--- config.mk ---
export PLATFORM = sky130hd
export DESIGN_NAME = bayer_white_balance_16bit
export DESIGN_NICKNAME = d
export VERILOG_FILES = /design/src/rtl/bwb_pkg.sv /design/src/rtl/bwb_front.sv /design/src/rtl/bwb_queue.sv /design/src/rtl/bwb_back.sv /design/src/rtl/bayer_white_balance_16bit.sv
export VERILOG_INCLUDE_DIRS = /design/src /design/src/rtl
export SDC_FILE = /design/constraint.sdc
export NUM_CORES = 1
export LEC_CHECK = 0
export BUFFER_PORTS_ARGS = -buffer_cell sky130_fd_sc_hd__buf_2
export CAP_MARGIN = 0
export CORE_ASPECT_RATIO = 0.7
export CORE_MARGIN = 5
export CORE_UTILIZATION = 46
export CTS_BUF_LIST = sky130_fd_sc_hd__clkbuf_8 sky130_fd_sc_hd__clkbuf_16
export DETAILED_ROUTE_END_ITERATION = 7
export GPL_TIMING_DRIVEN = 0
export SETUP_SLACK_MARGIN = 0.4
export SLEW_MARGIN = 40
export SYNTH_ARGS = -nofsm -noshare
export SYNTH_HDL_FRONTEND = slang
export SYNTH_SLANG_ARGS = --single-unit
--- constraint.sdc ---
create_clock -name clk_i -period 8.8 [get_ports clk_i]
set_clock_uncertainty 0.1 [all_clocks]
set_input_delay 0.44 -clock clk_i [delete_from_list [all_inputs] [get_ports clk_i]]
set_output_delay 0.44 -clock clk_i [all_outputs]
set_load 0.1 [all_outputs]
--- src/rtl/assert_macros.svh ---
// ----------------------------------------------------------------------------
// assert_macros
// Assertion helpers shared by the front, queue and back RTL files of the white balance block.
// ----------------------------------------------------------------------------
`ifndef ASSERT_MACROS_SVH
`define ASSERT_MACROS_SVH

// A property that must hold at every clock edge outside reset.
`define BWB_ASSERT(name, clk, rst_n, prop, msg) \
  name: assert property (@(posedge clk) disable iff (!rst_n) (prop)) else $error(msg);

// An implication checked at every clock edge outside reset.
`define BWB_ASSERT_IMP(name, clk, rst_n, ante, cons, msg) \
  name: assert property (@(posedge clk) disable iff (!rst_n) (ante) |=> (cons)) \
    else $error(msg);

`endif

--- src/rtl/bwb_pkg.sv ---
// ----------------------------------------------------------------------------
// bwb_pkg
// Types, constants and helpers shared by the Bayer white balance block.
// ----------------------------------------------------------------------------
package bwb_pkg;

  localparam int PixelW    = 16;
  localparam int GainW     = 8;
  localparam int OrderW    = 2;
  localparam int FracBits  = 6;
  localparam int ProdW     = PixelW + GainW;
  localparam int CfgIdxW   = 3;
  localparam int CfgDataW  = 8;
  localparam int QueueDepthDefault = 4;

  localparam logic [GainW-1:0]  GainUnity = 8'd64;
  localparam logic [OrderW-1:0] OrderBggr = 2'd0;

  typedef enum logic [CfgIdxW-1:0] {
    REG_BAYER_ORDER         = 3'd0,
    REG_GAIN_RED            = 3'd1,
    REG_GAIN_GREEN_RED_ROW  = 3'd2,
    REG_GAIN_BLUE           = 3'd3,
    REG_GAIN_GREEN_BLUE_ROW = 3'd4
  } cfg_reg_e;

  typedef enum logic [1:0] {
    SITE_RED         = 2'd0,
    SITE_GREEN_RED   = 2'd1,
    SITE_GREEN_BLUE  = 2'd2,
    SITE_BLUE        = 2'd3
  } site_e;

  typedef struct packed {
    logic [PixelW-1:0] pixel_in;
    logic              frame_start;
    logic              line_end;
  } in_item_t;

  typedef struct packed {
    logic [PixelW-1:0] pixel_out;
    logic              line_end_out;
  } out_item_t;

  typedef struct packed {
    logic [PixelW-1:0] pixel;
    logic [GainW-1:0]  gain;
    logic              line_end;
  } q_item_t;

  typedef struct packed {
    logic full;
    logic empty;
  } q_status_t;

  // The four filter orders are the four XOR masks of the red site position.
  function automatic site_e site_of(input logic row_odd, input logic col_odd,
                                    input logic [OrderW-1:0] order);
    logic [1:0] pos;
    begin
      pos = {row_odd, col_odd};
      site_of = site_e'(pos ^ ~order);
    end
  endfunction

endpackage

--- src/rtl/bwb_front.sv ---
// ----------------------------------------------------------------------------
// bwb_front
// Holds the configuration, tracks row and column parity and tags each
// accepted item with the gain for its Bayer site.
// ----------------------------------------------------------------------------
`include "assert_macros.svh"

module bwb_front import bwb_pkg::*; (
  input  logic                clk_i,
  input  logic                rst_ni,
  input  logic                cfg_we_i,
  input  logic [CfgIdxW-1:0]  cfg_idx_i,
  input  logic [CfgDataW-1:0] cfg_data_i,
  input  logic                push_i,
  input  in_item_t            in_item_i,
  input  logic                q_full_i,
  output logic                q_wr_o,
  output q_item_t             q_item_o
);

  logic [OrderW-1:0] order_q;
  logic [GainW-1:0]  gain_r_q, gain_gr_q, gain_b_q, gain_gb_q;
  logic              row_odd_q, row_odd_d;
  logic              col_odd_q, col_odd_d;
  logic              row_cur, col_cur;
  logic              accept;
  logic [GainW-1:0]  gain_sel;

  assign accept = push_i & ~q_full_i;

  always_ff @(posedge clk_i or negedge rst_ni) begin
    if (!rst_ni) begin
      order_q   <= OrderBggr;
      gain_r_q  <= GainUnity;
      gain_gr_q <= GainUnity;
      gain_b_q  <= GainUnity;
      gain_gb_q <= GainUnity;
    end else if (cfg_we_i) begin
      case (cfg_idx_i)
        REG_BAYER_ORDER:         order_q   <= cfg_data_i[OrderW-1:0];
        REG_GAIN_RED:            gain_r_q  <= cfg_data_i[GainW-1:0];
        REG_GAIN_GREEN_RED_ROW:  gain_gr_q <= cfg_data_i[GainW-1:0];
        REG_GAIN_BLUE:           gain_b_q  <= cfg_data_i[GainW-1:0];
        REG_GAIN_GREEN_BLUE_ROW: gain_gb_q <= cfg_data_i[GainW-1:0];
        default: ;
      endcase
    end
  end

  // A frame start forces the item to row zero, column zero.
  always_comb begin
    row_cur = in_item_i.frame_start ? 1'b0 : row_odd_q;
    col_cur = in_item_i.frame_start ? 1'b0 : col_odd_q;
    if (in_item_i.line_end) begin
      row_odd_d = ~row_cur;
      col_odd_d = 1'b0;
    end else begin
      row_odd_d = row_cur;
      col_odd_d = ~col_cur;
    end
  end

  always_comb begin
    case (site_of(row_cur, col_cur, order_q))
      SITE_RED:        gain_sel = gain_r_q;
      SITE_GREEN_RED:  gain_sel = gain_gr_q;
      SITE_GREEN_BLUE: gain_sel = gain_gb_q;
      SITE_BLUE:       gain_sel = gain_b_q;
      default:         gain_sel = gain_b_q;
    endcase
  end

  always_ff @(posedge clk_i or negedge rst_ni) begin
    if (!rst_ni) begin
      row_odd_q <= 1'b0;
      col_odd_q <= 1'b0;
    end else if (accept) begin
      row_odd_q <= row_odd_d;
      col_odd_q <= col_odd_d;
    end
  end

  assign q_wr_o            = accept;
  assign q_item_o.pixel    = in_item_i.pixel_in;
  assign q_item_o.gain     = gain_sel;
  assign q_item_o.line_end = in_item_i.line_end;

  `BWB_ASSERT_IMP(a_line_end_resets_col, clk_i, rst_ni,
                  accept && in_item_i.line_end, !col_odd_q,
                  "column parity not cleared after a line end")

endmodule

--- src/rtl/bwb_queue.sv ---
// ----------------------------------------------------------------------------
// bwb_queue
// Short first-in first-out queue between the classifying front and the
// multiplying back end.
// ----------------------------------------------------------------------------
`include "assert_macros.svh"

module bwb_queue import bwb_pkg::*; #(
  parameter int Depth = QueueDepthDefault
) (
  input  logic      clk_i,
  input  logic      rst_ni,
  input  logic      wr_i,
  input  q_item_t   wr_item_i,
  input  logic      rd_i,
  output q_item_t   rd_item_o,
  output q_status_t status_o
);

  localparam int PtrW = (Depth > 1) ? $clog2(Depth) : 1;
  localparam int CntW = $clog2(Depth + 1);
  localparam logic [PtrW-1:0] LastPtr = PtrW'(Depth - 1);
  localparam logic [CntW-1:0] FullCnt = CntW'(Depth);

  q_item_t         mem_q [Depth];
  logic [PtrW-1:0] wr_ptr_q, rd_ptr_q;
  logic [CntW-1:0] cnt_q;
  logic            do_wr, do_rd;

  assign status_o.full  = (cnt_q == FullCnt);
  assign status_o.empty = (cnt_q == '0);
  assign do_wr = wr_i & ~status_o.full;
  assign do_rd = rd_i & ~status_o.empty;
  assign rd_item_o = mem_q[rd_ptr_q];

  always_ff @(posedge clk_i) begin
    if (do_wr) begin
      mem_q[wr_ptr_q] <= wr_item_i;
    end
  end

  always_ff @(posedge clk_i or negedge rst_ni) begin
    if (!rst_ni) begin
      wr_ptr_q <= '0;
      rd_ptr_q <= '0;
      cnt_q    <= '0;
    end else begin
      if (do_wr) begin
        wr_ptr_q <= (wr_ptr_q == LastPtr) ? '0 : wr_ptr_q + 1'b1;
      end
      if (do_rd) begin
        rd_ptr_q <= (rd_ptr_q == LastPtr) ? '0 : rd_ptr_q + 1'b1;
      end
      if (do_wr && !do_rd) begin
        cnt_q <= cnt_q + 1'b1;
      end else if (do_rd && !do_wr) begin
        cnt_q <= cnt_q - 1'b1;
      end
    end
  end

  `BWB_ASSERT(a_cnt_bound, clk_i, rst_ni, cnt_q <= FullCnt,
              "queue fill count beyond depth")

endmodule

--- src/rtl/bwb_back.sv ---
// ----------------------------------------------------------------------------
// bwb_back
// Multiplies each queued pixel by its gain, scales and saturates it, and
// holds the result in the output register until it is taken.
// ----------------------------------------------------------------------------
`include "assert_macros.svh"

module bwb_back import bwb_pkg::*; (
  input  logic      clk_i,
  input  logic      rst_ni,
  input  q_status_t q_status_i,
  input  q_item_t   q_item_i,
  output logic      q_rd_o,
  input  logic      pop_i,
  output logic      empty_o,
  output out_item_t out_item_o
);

  logic [ProdW-1:0]  prod_q;
  logic              le1_q;
  logic              v1_q;
  out_item_t         out_q;
  logic              vo_q;
  logic              out_ready, s1_ready;
  logic [PixelW-1:0] scaled;

  assign out_ready = ~vo_q | pop_i;
  assign s1_ready  = ~v1_q | out_ready;
  assign q_rd_o    = ~q_status_i.empty & s1_ready;

  // Anything above the top 16 bits of the shifted product saturates.
  assign scaled = (|prod_q[ProdW-1:PixelW+FracBits]) ? {PixelW{1'b1}}
                                                     : prod_q[PixelW+FracBits-1:FracBits];

  always_ff @(posedge clk_i) begin
    if (q_rd_o) begin
      prod_q <= ProdW'(q_item_i.pixel) * ProdW'(q_item_i.gain);
      le1_q  <= q_item_i.line_end;
    end
    if (v1_q && out_ready) begin
      out_q.pixel_out    <= scaled;
      out_q.line_end_out <= le1_q;
    end
  end

  always_ff @(posedge clk_i or negedge rst_ni) begin
    if (!rst_ni) begin
      v1_q <= 1'b0;
      vo_q <= 1'b0;
    end else begin
      if (s1_ready) begin
        v1_q <= q_rd_o;
      end
      if (out_ready) begin
        vo_q <= v1_q;
      end
    end
  end

  assign empty_o    = ~vo_q;
  assign out_item_o = out_q;

  `BWB_ASSERT_IMP(a_stage_holds, clk_i, rst_ni, v1_q && !out_ready,
                  v1_q && $stable(prod_q),
                  "product stage lost its item during a stall")

endmodule

--- src/rtl/bayer_white_balance_16bit.sv ---
// ----------------------------------------------------------------------------
// bayer_white_balance_16bit
// White balance gain for a raster stream of 16-bit Bayer raw pixels.
// ----------------------------------------------------------------------------
// Input channel: drive an item on in_item_i with push high; it is taken at
// a clock edge where full is low. frame_start marks row zero, column zero;
// line_end closes a line. Result channel: while empty is low, out_item_o
// holds the oldest result, taken at an edge where pop is high.
// Each result is (pixel * gain) >> 6, saturated to 65535, where the gain is
// chosen from the four 2.6 gains by row/column parity and the Bayer order.
// Configuration: cfg_we_i writes cfg_data_i into register cfg_idx_i
// (0 order, 1 red, 2 green on red rows, 3 blue, 4 green on blue rows).
// A result passes the queue memory, the multiply register and the output
// register. Throughput: one item per cycle, with pop high, set by the single
// 16x8 multiplier stage. When pop stays low the output register and product
// stage hold, the queue fills, and full rises once QueueDepth items wait in
// the queue.
// Reset clears the parity, the queue and the pipeline; the order returns to
// BGGR and every gain to unity (64).
// ----------------------------------------------------------------------------
module bayer_white_balance_16bit import bwb_pkg::*; #(
  parameter int QueueDepth = QueueDepthDefault
) (
  input  logic                clk_i,
  input  logic                rst_ni,
  input  logic                cfg_we_i,
  input  logic [CfgIdxW-1:0]  cfg_idx_i,
  input  logic [CfgDataW-1:0] cfg_data_i,
  input  logic                push,
  output logic                full,
  input  in_item_t            in_item_i,
  output logic                empty,
  input  logic                pop,
  output out_item_t           out_item_o
);

  logic      q_wr, q_rd;
  q_item_t   q_wr_item, q_rd_item;
  q_status_t q_status;

  assign full = q_status.full;

  bwb_front u_front (
    .clk_i      (clk_i),
    .rst_ni     (rst_ni),
    .cfg_we_i   (cfg_we_i),
    .cfg_idx_i  (cfg_idx_i),
    .cfg_data_i (cfg_data_i),
    .push_i     (push),
    .in_item_i  (in_item_i),
    .q_full_i   (q_status.full),
    .q_wr_o     (q_wr),
    .q_item_o   (q_wr_item)
  );

  bwb_queue #(
    .Depth (QueueDepth)
  ) u_queue (
    .clk_i     (clk_i),
    .rst_ni    (rst_ni),
    .wr_i      (q_wr),
    .wr_item_i (q_wr_item),
    .rd_i      (q_rd),
    .rd_item_o (q_rd_item),
    .status_o  (q_status)
  );

  bwb_back u_back (
    .clk_i      (clk_i),
    .rst_ni     (rst_ni),
    .q_status_i (q_status),
    .q_item_i   (q_rd_item),
    .q_rd_o     (q_rd),
    .pop_i      (pop),
    .empty_o    (empty),
    .out_item_o (out_item_o)
  );

endmodule

# --- Word level (Yosys, flattened, before mapping) ---
# Memories as Yosys holds them, arrays and structs flattened.
# Cells that the tools add are included.
op_classes:
  bitwise: 14
  n_mul: 1
  mux: 11
  n_reduce_logical: 15
  n_eq_ne: 10
  add_sub_neg: 4
ops:
  columns: ["op", "count"]
  rows:
  - ["$pmux 8 s4", 1]
  - ["$mul 16x8->24", 1]
  - ["$reduce_and 2->1", 5]
  - ["$eq 2x2->1 const B", 4]
  - ["$eq 3x2->1 const B", 2]
  - ["$eq 3x3->1 const B", 2]
  - ["$logic_not 3->1", 2]
  - ["$mux 1", 6]
  - ["$mux 3", 2]
  - ["$not 1->1", 6]
  - ["$add 2x1->2 const B", 2]
  - ["$and 1x1->1", 4]
  - ["$mux 2", 2]
  - ["$add 3x1->3 const B", 1]
  - ["$eq 3x1->1 const B", 1]
  - ["$logic_and 1x1->1", 3]
  - ["$sub 3x1->3 const B", 1]
  - ["$eq 2x1->1 const B", 1]
  - ["$logic_not 1->1", 2]
  - ["$logic_not 2->1", 1]
  - ["$not 2->2", 1]
  - ["$or 1x1->1", 2]
  - ["$reduce_bool 2->1", 1]
  - ["$reduce_or 2->1", 1]
  - ["$xor 2x2->2", 1]
word_totals:
  ram_bits: 100
  out_inout_bits: 19
  input_bits: 34
  register_bits: 87
  elab_cells: 72
  n_memories: 1
mem_list:
  columns: ["memory", "words", "width", "rd", "rd_ports_with_merged_regs", "wr", "line", "text"]
  rows:
  - ["u_queue.mem_q", 4, 25, 1, 0, 1, "bwb_queue.sv:25", "q_item_t mem_q [Depth];"]

# --- Depth between registers and ports, before layout ---
depth:
  word_depth: 8
  mapped_depth: 20
  mapped_depth_nobuf: 17

# --- By module ---
# Synthesis repeated with hierarchy kept, for this count alone.
hier_totals:
  cells_unflattened: 794
  area_unflattened_um2: 11029.3
by_module_without_submodules:
  columns: ["mod", "cells_each", "instances", "seq_area_each_um2", "area_each_um2"]
  rows:
  - ["bwb_back", 511, 1, 1131.1, 5178.7]
  - ["bwb_queue", 168, 1, 3178.0, 4075.2]
  - ["bwb_front", 115, 1, 905.9, 1775.5]

# --- Least setup slack after synthesis ---
# Ideal clock, no wire load.
synth_timing:
  kind: "flip-flop to flip-flop"
  start: "reg u_queue.rd_ptr_q[1]"
  end: "reg u_back.prod_q[22], data pin"
  required_time_ns: 8.445
  t_arrival_ns: 5.541
  n_path_buf: 3
  setup_slack_ns: 2.904
  path_stages_with_launch: 19
  setup_ns: 0.255
  synth_period_minus_slack_ns: 5.896
  cell_sequence: "dfrtp_1 clkbuf_1 clkbuf_1 buf_1 mux4_2 and2_1 fa_1 fa_1 fa_1 inv_1 fa_1 inv_1 ha_1 a21oi_1 a21oi_1 nor3_1 o311ai_2 a2111o_1 and3_1"
synth_via:
  elab_chain_len: 2
synth_lines:
  columns: ["item", "line", "text"]
  rows:
  - ["start, declared", "bwb_queue.sv:26", "logic [PtrW-1:0] wr_ptr_q, rd_ptr_q;"]
  - ["start signal, assigned", "bwb_queue.sv:52", "rd_ptr_q <= (rd_ptr_q == LastPtr) ? '0 : rd_ptr_q + 1'b1;"]
  - ["$mem_v2 4x25", null, null]
  - ["$mul 16x8->24", "bwb_back.sv:37", "prod_q <= ProdW'(q_item_i.pixel) * ProdW'(q_item_i.gain);"]
  - ["end signal, assigned", "bwb_back.sv:37", null]
  - ["end, declared", "bwb_back.sv:19", "logic [ProdW-1:0] prod_q;"]
# No other way between the ends.
# A chain may end at the register's enable or synchronous reset.

# --- Worst setup path after layout ---
# Same ends and word-level chain as after synthesis.

==> metrics.md <==
| Metric | Value |
|---|---|
| Gr ovfl total | 0 |
| Syn nets | 970 |
| Gpl congestion | 0.790 |
| Layout cells sized above 1 | 0.195 |
| Fin. Hold Viols | 0 |
| Sequential-to-total area share from yosys stat | 0.474 |
| Final core area utilization | 0.523 |
| Setup ws final | 1.68 ns |
| Mapped Cells | 805 |
| Hold EP | u_queue.mem_q[1][12] |
| Setup crit end kind | flop |
| Post-synthesis cell area | 0.0110 mm² |
| Crit Path Category | flop to flop |
| # fillers | 2016 |
| Outcome | finished, final reports clean |
| Diodes inserted | 0 |
| Clock root buffer | clkbuf_16 |
| WL met3 | 777 µm |
| Achievable Freq | 140 MHz |
| PortBufs | 52 |
| Max Slew Vio Count | 0 |
| I/O Pins | 53 |
| Most frequent cells in the layout | edfxtp_1, and2_1, inv_1, fa_1, buf_2 |
| NumNets Final | 1043 |
| Top FF cell, synth | edfxtp_1 |
| Worst path arrival time | 7.21 ns |
| GRT Overall Usage | 0.167 |
| Clk slew on worst S/H paths | 0.08 ns |
| Number of flops mapped to enable cells by yosys | 136 |
| WL final | 21400 µm |
| Worst Hold Depth | 1 |
| Top sig layer | met4 |
| DR WL/cell | 17.7 µm |
| Reg2reg setup slack | 1.68 ns |
| Most common cell after layout, fill and taps aside | edfxtp_1 |
| R2R Path Start | u_queue.rd_ptr_q[1] |
| CTS tree | built |
| H-Tree Level Count | 4 |
| HPWL after detailed placement | 16200 µm |
| Clock sinks | 181 |
| Pre-antenna DRT Iters | 5 |
| Number of distinct library cells after synthesis | 54 |
| Chip height | 139 µm |
| First-pass GRT wire length | 35900 µm |
| Yosys warning total | 0 |
| Hold path startpoint | in_item_i[5] |
| Largest net degree at the start of global routing | 46 |
| Initial Utilization | 0.466 |
| Number of buffers created by CTS | 17 |
| Skew-Pair Late Insertion Delay | 0.44 ns |
| Post-CTS sizing | 0 |
| Final hold slack | 0.117 ns |
| Vias/cell | 5.15 |
| Core Footprint | 0.0236 mm² |
| Num rows | 47 |
| Drt initial violations | 368 |
| Area growth syn-to-layout | 12.2% |
| Longest Clk Path Bufs | 2 |
| # hold bufs at CTS | 1 |
| Pre-CTS setup slack | 1.72 ns |
| Startpoint types | flop |
| Reg2reg path depth | 18 |
| Endpoints failing setup | 0 |
| Vias post-DR | 6232 |
| Antenna violations before repair | 0 |
| RSZ-0062 raised after global routing | false |
| Worst Path Max Fanout | 10 |
| Vias in the first global route | 6557 |
| CP Data Required Time | 8.89 ns |
| Wire length on met1 | 11500 µm |
| Yosys reg bits | 181 |
| Antenna-violating nets left | 0 |
| Slew HR | 0.438 |
| Worst min path class | primary input to flop |
| Worst-Margin Slew | 0.840 ns |
| Synthesized area per cell | 13.7 µm² |
| Post-route setup TNS | 0 ns |
| Max-Cap Viols | 0 |
| Async set-reset flop share out of synthesis | 0.249 |
| Die W | 195 µm |
| DIE AREA | 0.0272 mm² |
| Remaining DRCs | 0 |
| Met2 routed WL | 8970 µm |
| Post CTS Setup Buffer Count | 0 |
| Period utilization | 0.810 |
| RR Endpoint | u_back.prod_q[22] |
| Tmin final | 7.12 ns |
per-layer routing:
| metal | up-vias | global-route usage |
|---|---|---|
| li1 | 2941 | - |
| met1 | 3179 | 0.267 |
| met2 | 102 | 0.239 |
| met3 | 10 | 0.0309 |
| met4 | 0 | 0.0331 |
| met5 | - | 0 |
worst max-delay path, cell delays in order (launching register included):
cell      delay, ns
dfrtp_1        0.36
clkbuf_1       0.39
clkbuf_1       0.58
buf_1          0.69
mux4_2         0.55
and2_1         0.21
fa_1           0.52
fa_1           0.52
fa_1           0.49
inv_1          0.05
fa_1           0.52
inv_1          0.04
ha_1           0.36
a21oi_1        0.27
a21oi_1        0.11
nor3_1         0.30
o311ai_2       0.24
a2111o_1       0.40
and3_1         0.15
worst max-delay path by stage:
stage	startpoint	end	slack, ns	cells after the start
6_report	u_queue.rd_ptr_q[1]	u_back.prod_q[22]	1.68	18
3_5_place_dp	u_queue.rd_ptr_q[1]	u_back.prod_q[22]	1.72	18
2_1_floorplan	u_queue.rd_ptr_q[1]	u_back.prod_q[22]	2.90	18
3_3_place_gp	u_queue.rd_ptr_q[1]	u_back.prod_q[22]	1.74	18
4_1_cts	u_queue.rd_ptr_q[1]	u_back.prod_q[22]	1.69	18
5_1_grt	u_queue.rd_ptr_q[1]	u_back.prod_q[22]	1.29	19
cells by family after synthesis:
group                    Yosys count  share of synthesized area
adder cells (fa/ha/maj)          131                      0.206
XOR/XNOR                          20                     0.0159
AO/OA/AOI/OAI                     63                     0.0383
flip-flops                       181                      0.474
AND/OR/NAND/NOR                  217                      0.114
multiplexers                      71                      0.108
buffers and inverters            122                     0.0433
synth_stat cells, types with 4 or more instances:
cell / instances / share of area
a21o_1: 8 / 0.0055
a21oi_1: 18 / 0.0082
and2_1: 114 / 0.065
and3_1: 5 / 0.0028
clkbuf_1: 15 / 0.0051
dfrtp_1: 41 / 0.093
dfstp_2: 4 / 0.0096
edfxtp_1: 136 / 0.37
fa_1: 84 / 0.15
ha_1: 47 / 0.053
inv_1: 101 / 0.034
mux2_2: 37 / 0.038
mux4_1: 4 / 0.0096
mux4_2: 29 / 0.059
nand2_1: 33 / 0.011
nand3_1: 6 / 0.0027
nand4_1: 4 / 0.0023
nor2_1: 11 / 0.0038
nor2b_1: 5 / 0.0028
nor3_1: 7 / 0.0032
o21ai_0: 13 / 0.0059
o21bai_1: 4 / 0.0027
or3_1: 17 / 0.0097
xnor2_1: 15 / 0.012
xor2_1: 5 / 0.0040
area by class of cell:
cell class	instances	area (µm²)	share of cell area
buffer	21	97.6	0.00791
inverter	101	379	0.0307
multi-input combinational	502	5360	0.434
tap	318	398	0.0322
clock buffer	17	425	0.0345
clock inverter	15	185	0.0150
sequential	181	5220	0.422
timing repair buffer	54	288	0.0233
stage by stage:
step           cells  cell area (µm²)
2_1_floorplan    805            11000
3_3_place_gp    1175            11700
3_5_place_dp    1176            11700
4_1_cts         1209            12300
5_1_grt         1209            12300
6_report        1209            12300
sequential cells by signal, indices dropped and copies added, names as in the netlist:
name and flops:
u_queue.mem_q 100, u_back.prod_q 18, u_back.out_item_o 17, u_front.gain_b_q 8, u_front.gain_gb_q 8, u_front.gain_gr_q 8, u_front.gain_r_q 8, u_queue.cnt_q 3
u_front.order_q 2, u_queue.rd_ptr_q 2, u_queue.wr_ptr_q 2, u_back.le1_q 1, u_back.v1_q 1, u_back.vo_q 1, u_front.col_odd_q 1, u_front.row_odd_q 1
Power is left out: the tool's default activity adds up to more than one toggle a clock period on the data nets, which glitch-free logic cannot reach.
